**config.mk**
```make
export PLATFORM = sky130hd
export DESIGN_NAME = button_event_qualifier
export DESIGN_NICKNAME = d
export VERILOG_FILES = /design/src/sv/beq_pkg.sv /design/src/sv/beq_mod.sv /design/src/sv/beq_dp.sv /design/src/sv/beq_ctrl.sv /design/src/sv/button_event_qualifier.sv
export SDC_FILE = /design/constraint.sdc
export NUM_CORES = 1
export LEC_CHECK = 0
export BUFFER_PORTS_ARGS = -buffer_cell sky130_fd_sc_hd__buf_4
export CAP_MARGIN = 20
export CORE_MARGIN = 5
export CORE_UTILIZATION = 32
export CTS_CLUSTER_DIAMETER = 150
export CTS_CLUSTER_SIZE = 14
export DETAILED_ROUTE_END_ITERATION = 10
export SYNTH_ARGS = -nofsm -noshare
export SYNTH_HDL_FRONTEND = slang
export SYNTH_SLANG_ARGS = --single-unit
```
**constraint.sdc**
```tcl
create_clock -name clk -period 5.8 [get_ports clk]
set_clock_uncertainty 0.2 [all_clocks]
set_input_delay 0.29 -clock clk [delete_from_list [all_inputs] [get_ports clk]]
set_output_delay 0.29 -clock clk [all_outputs]
set_load 0.05 [all_outputs]
```
**src/sv/beq_pkg.sv**
```systemverilog
// Shared types, constants and register codes for the button event qualifier.
package beq_pkg;

    // Button count handed to the top level by default
    localparam int NumKeysDefault = 3;
    // The payload fields carry three buttons at most
    localparam int FieldKeys = 3;
    // A scan yields at most one event per button
    localparam int MaxEvents = FieldKeys;
    localparam int EvCntW = $clog2(MaxEvents + 1);
    localparam int EvIdxW = $clog2(MaxEvents);

    // APB address width: four registers at 4-byte spacing
    localparam int CfgAddrW = 4;

    // Configuration reset values
    localparam logic [9:0]  PollIntervalReset = 10'd20;
    localparam logic [13:0] RepeatDelayReset  = 14'd300;
    localparam logic [15:0] LongPressReset    = 16'd1800;
    localparam logic [13:0] RampSpanReset     = 14'd2000;

    // Repeat divisor step is 200 ms: x/200 == (x >> 3)/25, and for
    // y < 2048, y/25 == (y * 5243) >> 17 exactly.
    localparam int          RampPreShift   = 3;
    localparam logic [12:0] RampRecip      = 13'd5243;
    localparam int          RampRecipShift = 17;
    localparam int          RampDivW       = 7;

    typedef enum logic [1:0] {
        EV_PRESS  = 2'd0,
        EV_CLICK  = 2'd1,
        EV_REPEAT = 2'd2,
        EV_LONG   = 2'd3
    } ev_kind_t;

    typedef enum logic [1:0] {
        REG_POLL_INTERVAL = 2'd0,
        REG_REPEAT_DELAY  = 2'd1,
        REG_LONG_PRESS    = 2'd2,
        REG_RAMP_SPAN     = 2'd3
    } reg_idx_t;

    typedef struct packed {
        logic [2:0] button_levels;
        logic [2:0] press_consumed;
    } tick_t;

    typedef struct packed {
        logic [1:0] button_index;
        logic [1:0] event_kind;
        logic       last_event;
    } evt_t;

    typedef struct packed {
        logic [9:0]  poll_interval_ms;
        logic [13:0] repeat_delay_ms;
        logic [15:0] long_press_ms;
        logic [13:0] ramp_span_ms;
    } cfg_t;

    // Controller to datapath
    typedef struct packed {
        logic take;
        logic start_scan;
        logic load_dif;
        logic eval;
        logic next_key;
        logic load_ramp;
        logic load_div;
        logic repeat_apply;
        logic pop;
    } cmd_t;

    // Datapath to controller
    typedef struct packed {
        logic scan_due;
        logic need_repeat;
        logic last_key;
        logic mod_done;
        logic ev_empty;
        logic pop_last;
    } sts_t;

endpackage

```
**src/sv/beq_mod.sv**
```systemverilog
// Iterative remainder unit: 32-bit count modulo a 7-bit divisor, two bits per cycle.
module beq_mod (
    input  logic                              clk,
    input  logic                              rst_n,
    input  logic                              start,
    input  logic [31:0]                       dividend,
    input  logic [beq_pkg::RampDivW-1:0]      divisor,
    output logic                              done,
    output logic                              rem_zero
);

    localparam int DividendW = 32;
    localparam int DivW      = beq_pkg::RampDivW;
    localparam int Steps     = DividendW / 2;
    localparam int StepCntW  = $clog2(Steps);
    localparam logic [StepCntW-1:0] LastStep = StepCntW'(Steps - 1);

    logic [DividendW-1:0] shift_reg;
    logic [DivW-1:0]      rem_reg;
    logic [StepCntW-1:0]  step_reg;
    logic                 busy_reg;
    logic                 done_reg;

    logic [DivW:0]   trial0;
    logic [DivW:0]   trial1;
    logic [DivW:0]   div_ext;
    logic [DivW-1:0] rem0;
    logic [DivW-1:0] rem1;

    // Two restoring steps per cycle
    always_comb
    begin
        div_ext = {1'b0, divisor};
        trial0  = {rem_reg, shift_reg[DividendW-1]};
        rem0    = (trial0 >= div_ext) ? DivW'(trial0 - div_ext) : trial0[DivW-1:0];
        trial1  = {rem0, shift_reg[DividendW-2]};
        rem1    = (trial1 >= div_ext) ? DivW'(trial1 - div_ext) : trial1[DivW-1:0];
    end

    // Control
    always_ff @(posedge clk or negedge rst_n)
    begin
        if (!rst_n)
        begin
            busy_reg <= 1'b0;
            done_reg <= 1'b0;
            step_reg <= '0;
        end
        else
        begin
            done_reg <= busy_reg && (step_reg == LastStep);
            if (start)
            begin
                busy_reg <= 1'b1;
                step_reg <= '0;
            end
            else if (busy_reg)
            begin
                step_reg <= step_reg + 1'b1;
                if (step_reg == LastStep)
                begin
                    busy_reg <= 1'b0;
                end
            end
        end
    end

    // Data
    always_ff @(posedge clk)
    begin
        if (start)
        begin
            shift_reg <= dividend;
            rem_reg   <= '0;
        end
        else if (busy_reg)
        begin
            shift_reg <= {shift_reg[DividendW-3:0], 2'b00};
            rem_reg   <= rem1;
        end
    end

    assign done     = done_reg;
    assign rem_zero = (rem_reg == '0);

    a_start_idle: assert property (@(posedge clk) disable iff (!rst_n)
        start |-> !busy_reg)
        else $error("remainder unit restarted while busy");

    a_done_idle: assert property (@(posedge clk) disable iff (!rst_n)
        done_reg |-> !busy_reg)
        else $error("remainder done while still busy");

endmodule

```
**src/sv/beq_dp.sv**
```systemverilog
// Datapath: counters, shared hold state, ramp divisor, event buffer.
module beq_dp #(
    parameter int NUM_KEYS = beq_pkg::NumKeysDefault
) (
    input  logic           clk,
    input  logic           rst_n,
    input  beq_pkg::cfg_t  cfg,
    input  beq_pkg::tick_t tick,
    input  beq_pkg::cmd_t  cmd,
    output beq_pkg::sts_t  sts,
    output beq_pkg::evt_t  evt
);

    localparam int ScanKeys = (NUM_KEYS < beq_pkg::FieldKeys) ? NUM_KEYS : beq_pkg::FieldKeys;
    localparam logic [1:0] LastKey = 2'(ScanKeys - 1);
    localparam int EvCntW = beq_pkg::EvCntW;
    localparam int EvIdxW = beq_pkg::EvIdxW;
    localparam int DivW   = beq_pkg::RampDivW;
    localparam int ProdW  = 14 - beq_pkg::RampPreShift + 13;

    typedef struct packed {
        logic [1:0]        key;
        beq_pkg::ev_kind_t kind;
    } ev_entry_t;

    // Latched tick
    logic [2:0]  levels_reg;
    logic [2:0]  consumed_reg;
    // Time and shared hold state
    logic [31:0] ms_cnt_reg;
    logic [31:0] last_poll_reg;
    logic [31:0] hold_start_reg;
    logic [31:0] repeat_cnt_reg;
    logic [2:0]  pressed_reg;
    logic        handled_reg;
    logic [1:0]  key_reg;
    // Per-key working values
    logic [31:0] dif_reg;
    logic [31:0] over_reg;
    logic [13:0] ramp_reg;
    logic [DivW-1:0] div_reg;
    // Event buffer
    ev_entry_t         ev_buf_reg [beq_pkg::MaxEvents];
    logic [EvCntW-1:0] ev_cnt_reg;
    logic [EvIdxW-1:0] rd_reg;

    logic [31:0]     poll_sum;
    logic [2:0]      key_mask;
    logic            was_down;
    logic            is_down;
    logic            changed;
    logic            do_long;
    logic            need_repeat;
    logic [13:0]     ramp_x;
    logic [ProdW-1:0] recip_prod;
    logic [DivW-1:0] ramp_quot;
    logic            mod_done;
    logic            mod_rem_zero;
    logic            push;
    beq_pkg::ev_kind_t push_kind;
    logic [EvCntW-1:0] ev_last;

    // Scan decisions
    always_comb
    begin
        poll_sum    = last_poll_reg + 32'(cfg.poll_interval_ms);
        key_mask    = 3'b001 << key_reg;
        was_down    = pressed_reg[key_reg];
        is_down     = !levels_reg[key_reg];
        changed     = (was_down != is_down);
        do_long     = !changed && is_down && (key_reg == 2'd0) && !handled_reg
                      && (dif_reg > 32'(cfg.long_press_ms));
        need_repeat = !changed && is_down && (key_reg != 2'd0)
                      && (dif_reg > 32'(cfg.repeat_delay_ms));
    end

    // Repeat divisor: (span - over) / 200, at least one
    always_comb
    begin
        ramp_x     = (over_reg >= 32'(cfg.ramp_span_ms))
                     ? 14'd0 : (cfg.ramp_span_ms - over_reg[13:0]);
        recip_prod = ProdW'(ramp_reg[13:beq_pkg::RampPreShift]) * ProdW'(beq_pkg::RampRecip);
        ramp_quot  = recip_prod[ProdW-1:beq_pkg::RampRecipShift];
    end

    // Event push
    always_comb
    begin
        push      = 1'b0;
        push_kind = beq_pkg::EV_PRESS;
        if (cmd.eval && changed)
        begin
            if (is_down)
            begin
                push      = 1'b1;
                push_kind = beq_pkg::EV_PRESS;
            end
            else if (!handled_reg)
            begin
                push      = 1'b1;
                push_kind = beq_pkg::EV_CLICK;
            end
        end
        else if (cmd.eval && do_long)
        begin
            push      = 1'b1;
            push_kind = beq_pkg::EV_LONG;
        end
        else if (cmd.repeat_apply && mod_rem_zero)
        begin
            push      = 1'b1;
            push_kind = beq_pkg::EV_REPEAT;
        end
    end

    // Control state
    always_ff @(posedge clk or negedge rst_n)
    begin
        if (!rst_n)
        begin
            ms_cnt_reg     <= '0;
            last_poll_reg  <= '0;
            hold_start_reg <= '0;
            repeat_cnt_reg <= '0;
            pressed_reg    <= '0;
            handled_reg    <= 1'b0;
            key_reg        <= '0;
            ev_cnt_reg     <= '0;
            rd_reg         <= '0;
        end
        else
        begin
            if (cmd.take)
            begin
                ms_cnt_reg <= ms_cnt_reg + 32'd1;
            end
            if (cmd.start_scan)
            begin
                last_poll_reg <= ms_cnt_reg;
                key_reg       <= '0;
                ev_cnt_reg    <= '0;
                rd_reg        <= '0;
            end
            if (cmd.next_key)
            begin
                key_reg <= key_reg + 2'd1;
            end
            if (cmd.eval && changed)
            begin
                repeat_cnt_reg <= '0;
                if (is_down)
                begin
                    pressed_reg    <= pressed_reg | key_mask;
                    handled_reg    <= consumed_reg[key_reg];
                    hold_start_reg <= ms_cnt_reg;
                end
                else
                begin
                    pressed_reg    <= pressed_reg & ~key_mask;
                    handled_reg    <= 1'b0;
                    hold_start_reg <= '0;
                end
            end
            else if (cmd.eval && do_long)
            begin
                hold_start_reg <= '0;
                repeat_cnt_reg <= '0;
                handled_reg    <= 1'b1;
            end
            if (cmd.repeat_apply)
            begin
                repeat_cnt_reg <= repeat_cnt_reg + 32'd1;
            end
            if (push)
            begin
                ev_cnt_reg <= ev_cnt_reg + 1'b1;
            end
            if (cmd.pop)
            begin
                rd_reg <= rd_reg + 1'b1;
            end
        end
    end

    // Working values and buffer
    always_ff @(posedge clk)
    begin
        if (cmd.take)
        begin
            levels_reg   <= tick.button_levels;
            consumed_reg <= tick.press_consumed;
        end
        if (cmd.load_dif)
        begin
            dif_reg <= ms_cnt_reg - hold_start_reg;
        end
        if (cmd.eval)
        begin
            over_reg <= dif_reg - 32'(cfg.repeat_delay_ms);
        end
        if (cmd.load_ramp)
        begin
            ramp_reg <= ramp_x;
        end
        if (cmd.load_div)
        begin
            div_reg <= (ramp_quot == '0) ? DivW'(1) : ramp_quot;
        end
        if (push)
        begin
            ev_buf_reg[ev_cnt_reg[EvIdxW-1:0]] <= '{key: key_reg, kind: push_kind};
        end
    end

    beq_mod u_mod (
        .clk      (clk),
        .rst_n    (rst_n),
        .start    (cmd.load_div),
        .dividend (repeat_cnt_reg),
        .divisor  (div_reg),
        .done     (mod_done),
        .rem_zero (mod_rem_zero)
    );

    // Status and output beat
    assign ev_last = ev_cnt_reg - 1'b1;

    always_comb
    begin
        sts.scan_due    = (ms_cnt_reg > poll_sum);
        sts.need_repeat = need_repeat;
        sts.last_key    = (key_reg == LastKey);
        sts.mod_done    = mod_done;
        sts.ev_empty    = (ev_cnt_reg == '0);
        sts.pop_last    = (EvCntW'(rd_reg) == ev_last);

        evt.button_index = ev_buf_reg[rd_reg].key;
        evt.event_kind   = ev_buf_reg[rd_reg].kind;
        evt.last_event   = (EvCntW'(rd_reg) == ev_last);
    end

    a_ev_bound: assert property (@(posedge clk) disable iff (!rst_n)
        ev_cnt_reg <= EvCntW'(beq_pkg::MaxEvents))
        else $error("event buffer overfilled");

    a_mask_eval: assert property (@(posedge clk) disable iff (!rst_n)
        (pressed_reg != $past(pressed_reg)) |-> $past(cmd.eval))
        else $error("pressed mask changed outside a key evaluation");

    a_pop_bound: assert property (@(posedge clk) disable iff (!rst_n)
        cmd.pop |-> (EvCntW'(rd_reg) < ev_last))
        else $error("pop beyond last buffered event");

endmodule

```
**src/sv/beq_ctrl.sv**
```systemverilog
// Controller: sequences tick intake, per-button scan, repeat check and event delivery.
module beq_ctrl (
    input  logic          clk,
    input  logic          rst_n,
    input  logic          tick_valid,
    output logic          tick_stall,
    output logic          evt_valid,
    input  logic          evt_stall,
    input  beq_pkg::sts_t sts,
    output beq_pkg::cmd_t cmd
);

    typedef enum logic [9:0] {
        S_IDLE   = 10'b00_0000_0001,
        S_POLL   = 10'b00_0000_0010,
        S_KEY    = 10'b00_0000_0100,
        S_EVAL   = 10'b00_0000_1000,
        S_RAMP   = 10'b00_0001_0000,
        S_DIV    = 10'b00_0010_0000,
        S_MOD    = 10'b00_0100_0000,
        S_REP    = 10'b00_1000_0000,
        S_FINISH = 10'b01_0000_0000,
        S_EMIT   = 10'b10_0000_0000
    } state_t;

    state_t state_reg;
    state_t state_next;

    // Next state and commands
    always_comb
    begin
        state_next = state_reg;
        cmd        = '0;
        case (state_reg)
            S_IDLE:
            begin
                if (tick_valid)
                begin
                    cmd.take   = 1'b1;
                    state_next = S_POLL;
                end
            end
            S_POLL:
            begin
                if (sts.scan_due)
                begin
                    cmd.start_scan = 1'b1;
                    state_next     = S_KEY;
                end
                else
                begin
                    state_next = S_IDLE;
                end
            end
            S_KEY:
            begin
                cmd.load_dif = 1'b1;
                state_next   = S_EVAL;
            end
            S_EVAL:
            begin
                cmd.eval = 1'b1;
                if (sts.need_repeat)
                begin
                    state_next = S_RAMP;
                end
                else if (sts.last_key)
                begin
                    state_next = S_FINISH;
                end
                else
                begin
                    cmd.next_key = 1'b1;
                    state_next   = S_KEY;
                end
            end
            S_RAMP:
            begin
                cmd.load_ramp = 1'b1;
                state_next    = S_DIV;
            end
            S_DIV:
            begin
                cmd.load_div = 1'b1;
                state_next   = S_MOD;
            end
            S_MOD:
            begin
                if (sts.mod_done)
                begin
                    state_next = S_REP;
                end
            end
            S_REP:
            begin
                cmd.repeat_apply = 1'b1;
                if (sts.last_key)
                begin
                    state_next = S_FINISH;
                end
                else
                begin
                    cmd.next_key = 1'b1;
                    state_next   = S_KEY;
                end
            end
            S_FINISH:
            begin
                state_next = sts.ev_empty ? S_IDLE : S_EMIT;
            end
            S_EMIT:
            begin
                if (!evt_stall)
                begin
                    if (sts.pop_last)
                    begin
                        state_next = S_IDLE;
                    end
                    else
                    begin
                        cmd.pop = 1'b1;
                    end
                end
            end
            default:
            begin
                state_next = S_IDLE;
            end
        endcase
    end

    always_ff @(posedge clk or negedge rst_n)
    begin
        if (!rst_n)
        begin
            state_reg <= S_IDLE;
        end
        else
        begin
            state_reg <= state_next;
        end
    end

    assign tick_stall = (state_reg != S_IDLE);
    assign evt_valid  = (state_reg == S_EMIT);

    a_emit_nonempty: assert property (@(posedge clk) disable iff (!rst_n)
        (state_reg == S_EMIT) |-> !sts.ev_empty)
        else $error("delivering beats from an empty event buffer");

endmodule

```
**src/sv/button_event_qualifier.sv**
```systemverilog
// Top level: APB register file, controller and datapath of the button event qualifier.

// Each tick beat is one millisecond and carries three active-low button levels plus the
// handler's consumed mask; the block emits press, click, repeat and long-click beats,
// marking the last beat of each tick. One tick is held at a time. A scan evaluates each
// button in turn; each held button other than button 0 that is past its repeat delay also
// runs the shared remainder unit, which clears two bits of the 32-bit repeat count per
// cycle. Buffered event beats are then delivered, held while evt_stall is high.
// Registers sit at byte addresses 0 (poll interval), 4 (repeat delay), 8 (long press)
// and 12 (ramp span); there is no clearing pass after reset.
module button_event_qualifier #(
    parameter int NUM_KEYS = beq_pkg::NumKeysDefault
) (
    input  logic                          clk,
    input  logic                          rst_n,
    input  logic                          psel,
    input  logic                          penable,
    input  logic                          pwrite,
    input  logic [beq_pkg::CfgAddrW-1:0]  paddr,
    input  logic [31:0]                   pwdata,
    output logic [31:0]                   prdata,
    output logic                          pready,
    input  logic                          tick_valid,
    output logic                          tick_stall,
    input  beq_pkg::tick_t                tick,
    output logic                          evt_valid,
    input  logic                          evt_stall,
    output beq_pkg::evt_t                 evt
);

    beq_pkg::cfg_t     cfg_reg;
    beq_pkg::reg_idx_t reg_idx;
    logic              cfg_write;
    beq_pkg::cmd_t     cmd;
    beq_pkg::sts_t     sts;

    // Register decode
    assign reg_idx   = beq_pkg::reg_idx_t'(paddr[beq_pkg::CfgAddrW-1:2]);
    assign cfg_write = psel && penable && pwrite;
    assign pready    = 1'b1;

    always_ff @(posedge clk or negedge rst_n)
    begin
        if (!rst_n)
        begin
            cfg_reg.poll_interval_ms <= beq_pkg::PollIntervalReset;
            cfg_reg.repeat_delay_ms  <= beq_pkg::RepeatDelayReset;
            cfg_reg.long_press_ms    <= beq_pkg::LongPressReset;
            cfg_reg.ramp_span_ms     <= beq_pkg::RampSpanReset;
        end
        else if (cfg_write)
        begin
            case (reg_idx)
                beq_pkg::REG_POLL_INTERVAL: cfg_reg.poll_interval_ms <= pwdata[9:0];
                beq_pkg::REG_REPEAT_DELAY:  cfg_reg.repeat_delay_ms  <= pwdata[13:0];
                beq_pkg::REG_LONG_PRESS:    cfg_reg.long_press_ms    <= pwdata[15:0];
                beq_pkg::REG_RAMP_SPAN:     cfg_reg.ramp_span_ms     <= pwdata[13:0];
                default: ;
            endcase
        end
    end

    // Read back
    always_comb
    begin
        case (reg_idx)
            beq_pkg::REG_POLL_INTERVAL: prdata = 32'(cfg_reg.poll_interval_ms);
            beq_pkg::REG_REPEAT_DELAY:  prdata = 32'(cfg_reg.repeat_delay_ms);
            beq_pkg::REG_LONG_PRESS:    prdata = 32'(cfg_reg.long_press_ms);
            beq_pkg::REG_RAMP_SPAN:     prdata = 32'(cfg_reg.ramp_span_ms);
            default:                    prdata = '0;
        endcase
    end

    beq_ctrl u_ctrl (
        .clk        (clk),
        .rst_n      (rst_n),
        .tick_valid (tick_valid),
        .tick_stall (tick_stall),
        .evt_valid  (evt_valid),
        .evt_stall  (evt_stall),
        .sts        (sts),
        .cmd        (cmd)
    );

    beq_dp #(
        .NUM_KEYS (NUM_KEYS)
    ) u_dp (
        .clk   (clk),
        .rst_n (rst_n),
        .cfg   (cfg_reg),
        .tick  (tick),
        .cmd   (cmd),
        .sts   (sts),
        .evt   (evt)
    );

endmodule

```
==> results.md <==
- Status: finished, final reports clean
- Max Fanout on Critical Path: 5
- Sequential-to-total area share from yosys stat: 41.6%
- Dpl cells: 3194
- P_sw: 0.00233 W
- Clock Latency Late Sink: 0.56 ns
- Top FF cell, synth: dfrtp_1
- CTS tree: done
- Root Buffer: clkbuf_16
- Pint: approximately 0.0047 W
- Gpl congestion: 0.824
- DRT iter0 DRCs: approximately 800
- Compound-gate portion of the synthesized area: 11.4%
- Final worst-path cycle share: 94.8%
- Comb power frac: 31.1%
- Adder-cell share of the synthesized area: 16.9%
- # setup viols final: 0
- Hold WS: about 0.13 ns
- Antenna Nets Post-Route: 0
- Vias: 15.9k
- Pwr/cell area: between 200 and 300 nW/um^2
- Clock power frac: 25.6%
- Global route overflow: 0
- Yosys warnings: 0
- Worst path bufs/invs: 4
- Largest register FFs: 54
- Syn avg cell area: 10.1 um^2
- Synth async-reset ratio: 59.9%
- Initial Util: 32.2%
- First-pass DRT Iterations: 4
- CTS Buffer Depth: 3
- Inserted Clock Buffers: 28
- Startpoint Class: register
- Final Hold Fails: 0
- Peak supply drop: ~230 uV
- Hpwl dp: ~39000 um
- Vias/cell: 4.86
- CP Data Arrival Time: 5.67 ns
- Synth Cell Area: 22400 um^2
- Switch share: 33.3%
- Num ports: 89
- Initial antenna violation count: 0
- DR DRC count: 0
- Vert. Die Dim: 275 um
- Clock Sinks: 347
- Critical-path cell list: ha_1, inv_1, fa_1, inv_1, fa_1, fa_1, inv_1, fa_1, inv_1, ha_1, a2111oi_2, o211ai_1, a21oi_2, o31ai_2, a21oi_1, o21bai_1, xor2_1, o41ai_1
- Port bufs: 53
- Largest net degree at the start of global routing: 111
- Row Count: 97
- ANT cells: 0
- Clk slew on worst S/H paths: approximately 0.070 ns
- CP max stage delay: 0.55 ns
- Setup Crit Path Kind: register to register
- Area Overhead vs Synth: 11.8%
- Leak: 11.2 nW
- Achievable frequency: 182 MHz
- Post-Synth XOR/XNOR Area: slightly below 6%
- Nets: 2639
- EDFF count, synth: 132
- Seq pwr share: a little over two fifths
- Proportion of synthesized area in mux cells: 4.96%
- Cells after Synth: approximately 2.2k
- CP top delay family: adder cells
- Max cap viols: 0
- Max-slew violations: 0
- Drt total wl: slightly above 50000 um
- Simple-Gate Fraction of Synth Area: 14.0%
- Worst-margin pin slew: 1.20 ns
- Relative slew margins: a little under a fifth
- GR Util All Layers: 13.2%
- Final TNS setup: 0 ns
- Overall Power: ~0.0070 W
- # fillers: 6940
- Main combinational cell family by area after synthesis: adder cells
- H-tree depth: 1
- Setup crit end kind: register
- Library cells used by synthesis: 84
- Global-route wire length before repair: 82700 um
- Setup repair after global routing missed its margin: false
- Period minus WS final: around 5.5 ns
- Critical-path top delay cell: fa_1
- Core Area: 69800 um^2
- Wire per inst: 15.4 um
- Non-Filler Instances: 3273
- Hold Crit Class: input pin to asynchronous set/reset pin
- Die ar.: around 76000 um^2
- Vias in the first global route: 16.2k
- Layout cells sized above 1: under 10%
- Worst EP required: 5.97 ns
- Die W: roughly 270 um
- Seq cells post-synth: between 300 and 400
[synth_stat cells (all sizes together) (8+ instances only)]
cell type  instances  area share (%)
mux2i             14            0.62
o21ai            159             3.6
nand2            262             4.4
xnor2             78             3.0
nor2b             28            0.78
ha               231              13
inv              227             3.8
and3              32            0.89
nand2b            12            0.33
nor4              15            0.49
xor2              72             2.8
o21bai            10            0.33
nand4             34            0.95
nor2             121             2.0
buf               29            0.86
fa                45             4.0
and2              15            0.42
o31ai             10            0.36
or4                9            0.33
mux2              66             3.3
nand3             52             1.2
a21boi             8            0.27
clkbuf            35            0.59
nor3              27            0.60
o21a              13            0.44
dfstp             17             2.0
a21oi             88             2.0
a31oi             17            0.50
dfrtp            191              21
a21o              49             1.6
mux4              10             1.0
a211oi             8            0.27
or3               12            0.36
edfxtp           132              18
and4              10            0.39
[path summary, 6_finish.rpt]
check | from | to | slack (ns) | depth (start not counted)
setup reg to reg | u_dp.ramp_reg[11] | u_dp.div_reg[0] | 0.30 | 18
hold / removal | rst_n | u_ctrl.state_reg[9] | 0.13 | 2
hold reg to reg | u_dp.last_poll_reg[0] | u_dp.last_poll_reg[0] | 0.29 | 2
min in group clk | penable | cfg_reg[45] | 0.23 | 6
setup / recovery | u_dp.ramp_reg[11] | u_dp.div_reg[0] | 0.30 | 18
max in group asynchronous | rst_n | u_dp.hold_start_reg[8] | 4.19 | 3
[stage by stage]
| stage | util (%) | instance area (um^2) | worst slack [ns] |
|---|---|---|---|
| after floorplan | - | 22500 | 0.480 |
| after global placement | 34.4 | 24000 | 0.140 |
| after detailed placement | 34.4 | 24000 | 0.0212 |
| after CTS | 35.9 | 25000 | 0.00777 |
| after global routing | 35.9 | 25100 | 0.0136 |
| final | 35.9 | 25100 | 0.304 |
[timing repair]
item | 4_1_cts | 5_1_grt
setup endpoints to repair | 0 | 26
endpoints found under the hold margin | 146 | 0
buffers inserted | 0 | 5
hold buffers | 25 | 0
resized for setup | 0 | 6
[cell families (layout without fill, tap and decap cells)]
family / after synthesis / count (layout)
XOR/XNOR: 150 / 150
multiplexers: 90 / 90
AO/OA/AOI/OAI: 416 / 416
adder cells (fa/ha/maj): 276 / 276
flip-flops: 347 / 347
AND/OR/NAND/NOR: 654 / 654
buffers and inverters: 291 / 383
other: 2 / 17
[placed cells by master, fill, tap and decap left out, types with 41 or more instances in the layout]
| cell | netlist | final |
|---|---|---|
| nand2_1 | 261 | 261 |
| ha_1 | 231 | 231 |
| inv_1 | 226 | 226 |
| dfrtp_1 | 191 | 191 |
| edfxtp_1 | 132 | 132 |
| nor2_1 | 120 | 119 |
| o21ai_0 | 118 | 117 |
| a21oi_1 | 87 | 85 |
| xnor2_1 | 78 | 78 |
| buf_4 | 18 | 78 |
| xor2_1 | 72 | 72 |
| mux2_2 | 64 | 64 |
| nand3_1 | 52 | 52 |
| a21o_1 | 49 | 49 |
| fa_1 | 45 | 45 |
| o21ai_1 | 40 | 41 |
[power by group through the flow]
stage                     registers (W)  clock network (W)  logic [W]
after floorplan                 0.00300                  0    0.00162
after global placement          0.00307                  0    0.00210
after detailed placement        0.00308                  0    0.00216
after CTS                       0.00303            0.00187    0.00219
after global routing            0.00306            0.00195    0.00243
final                           0.00303            0.00179    0.00217
[routing by layer]
layer,wire length [um],global-route usage [%]
met2,23900,22.5
met4,1530,4.20
met1,23200,17.6
met5,0,0
met3,1630,1.39
[final cells by class]
type                    instances  area [um^2]  share of cell area, %
clock buffers                  48          797                   3.18
clock inverters                 1         5.00                 0.0200
inverters                     227          852                   3.40
multi-input cells            1603        12000                   48.0
flip-flops and latches        347         9330                   37.2
well taps                     940         1180                   4.69
repair buffers                107          896                   3.57
(Power assumes the default switching activity.)
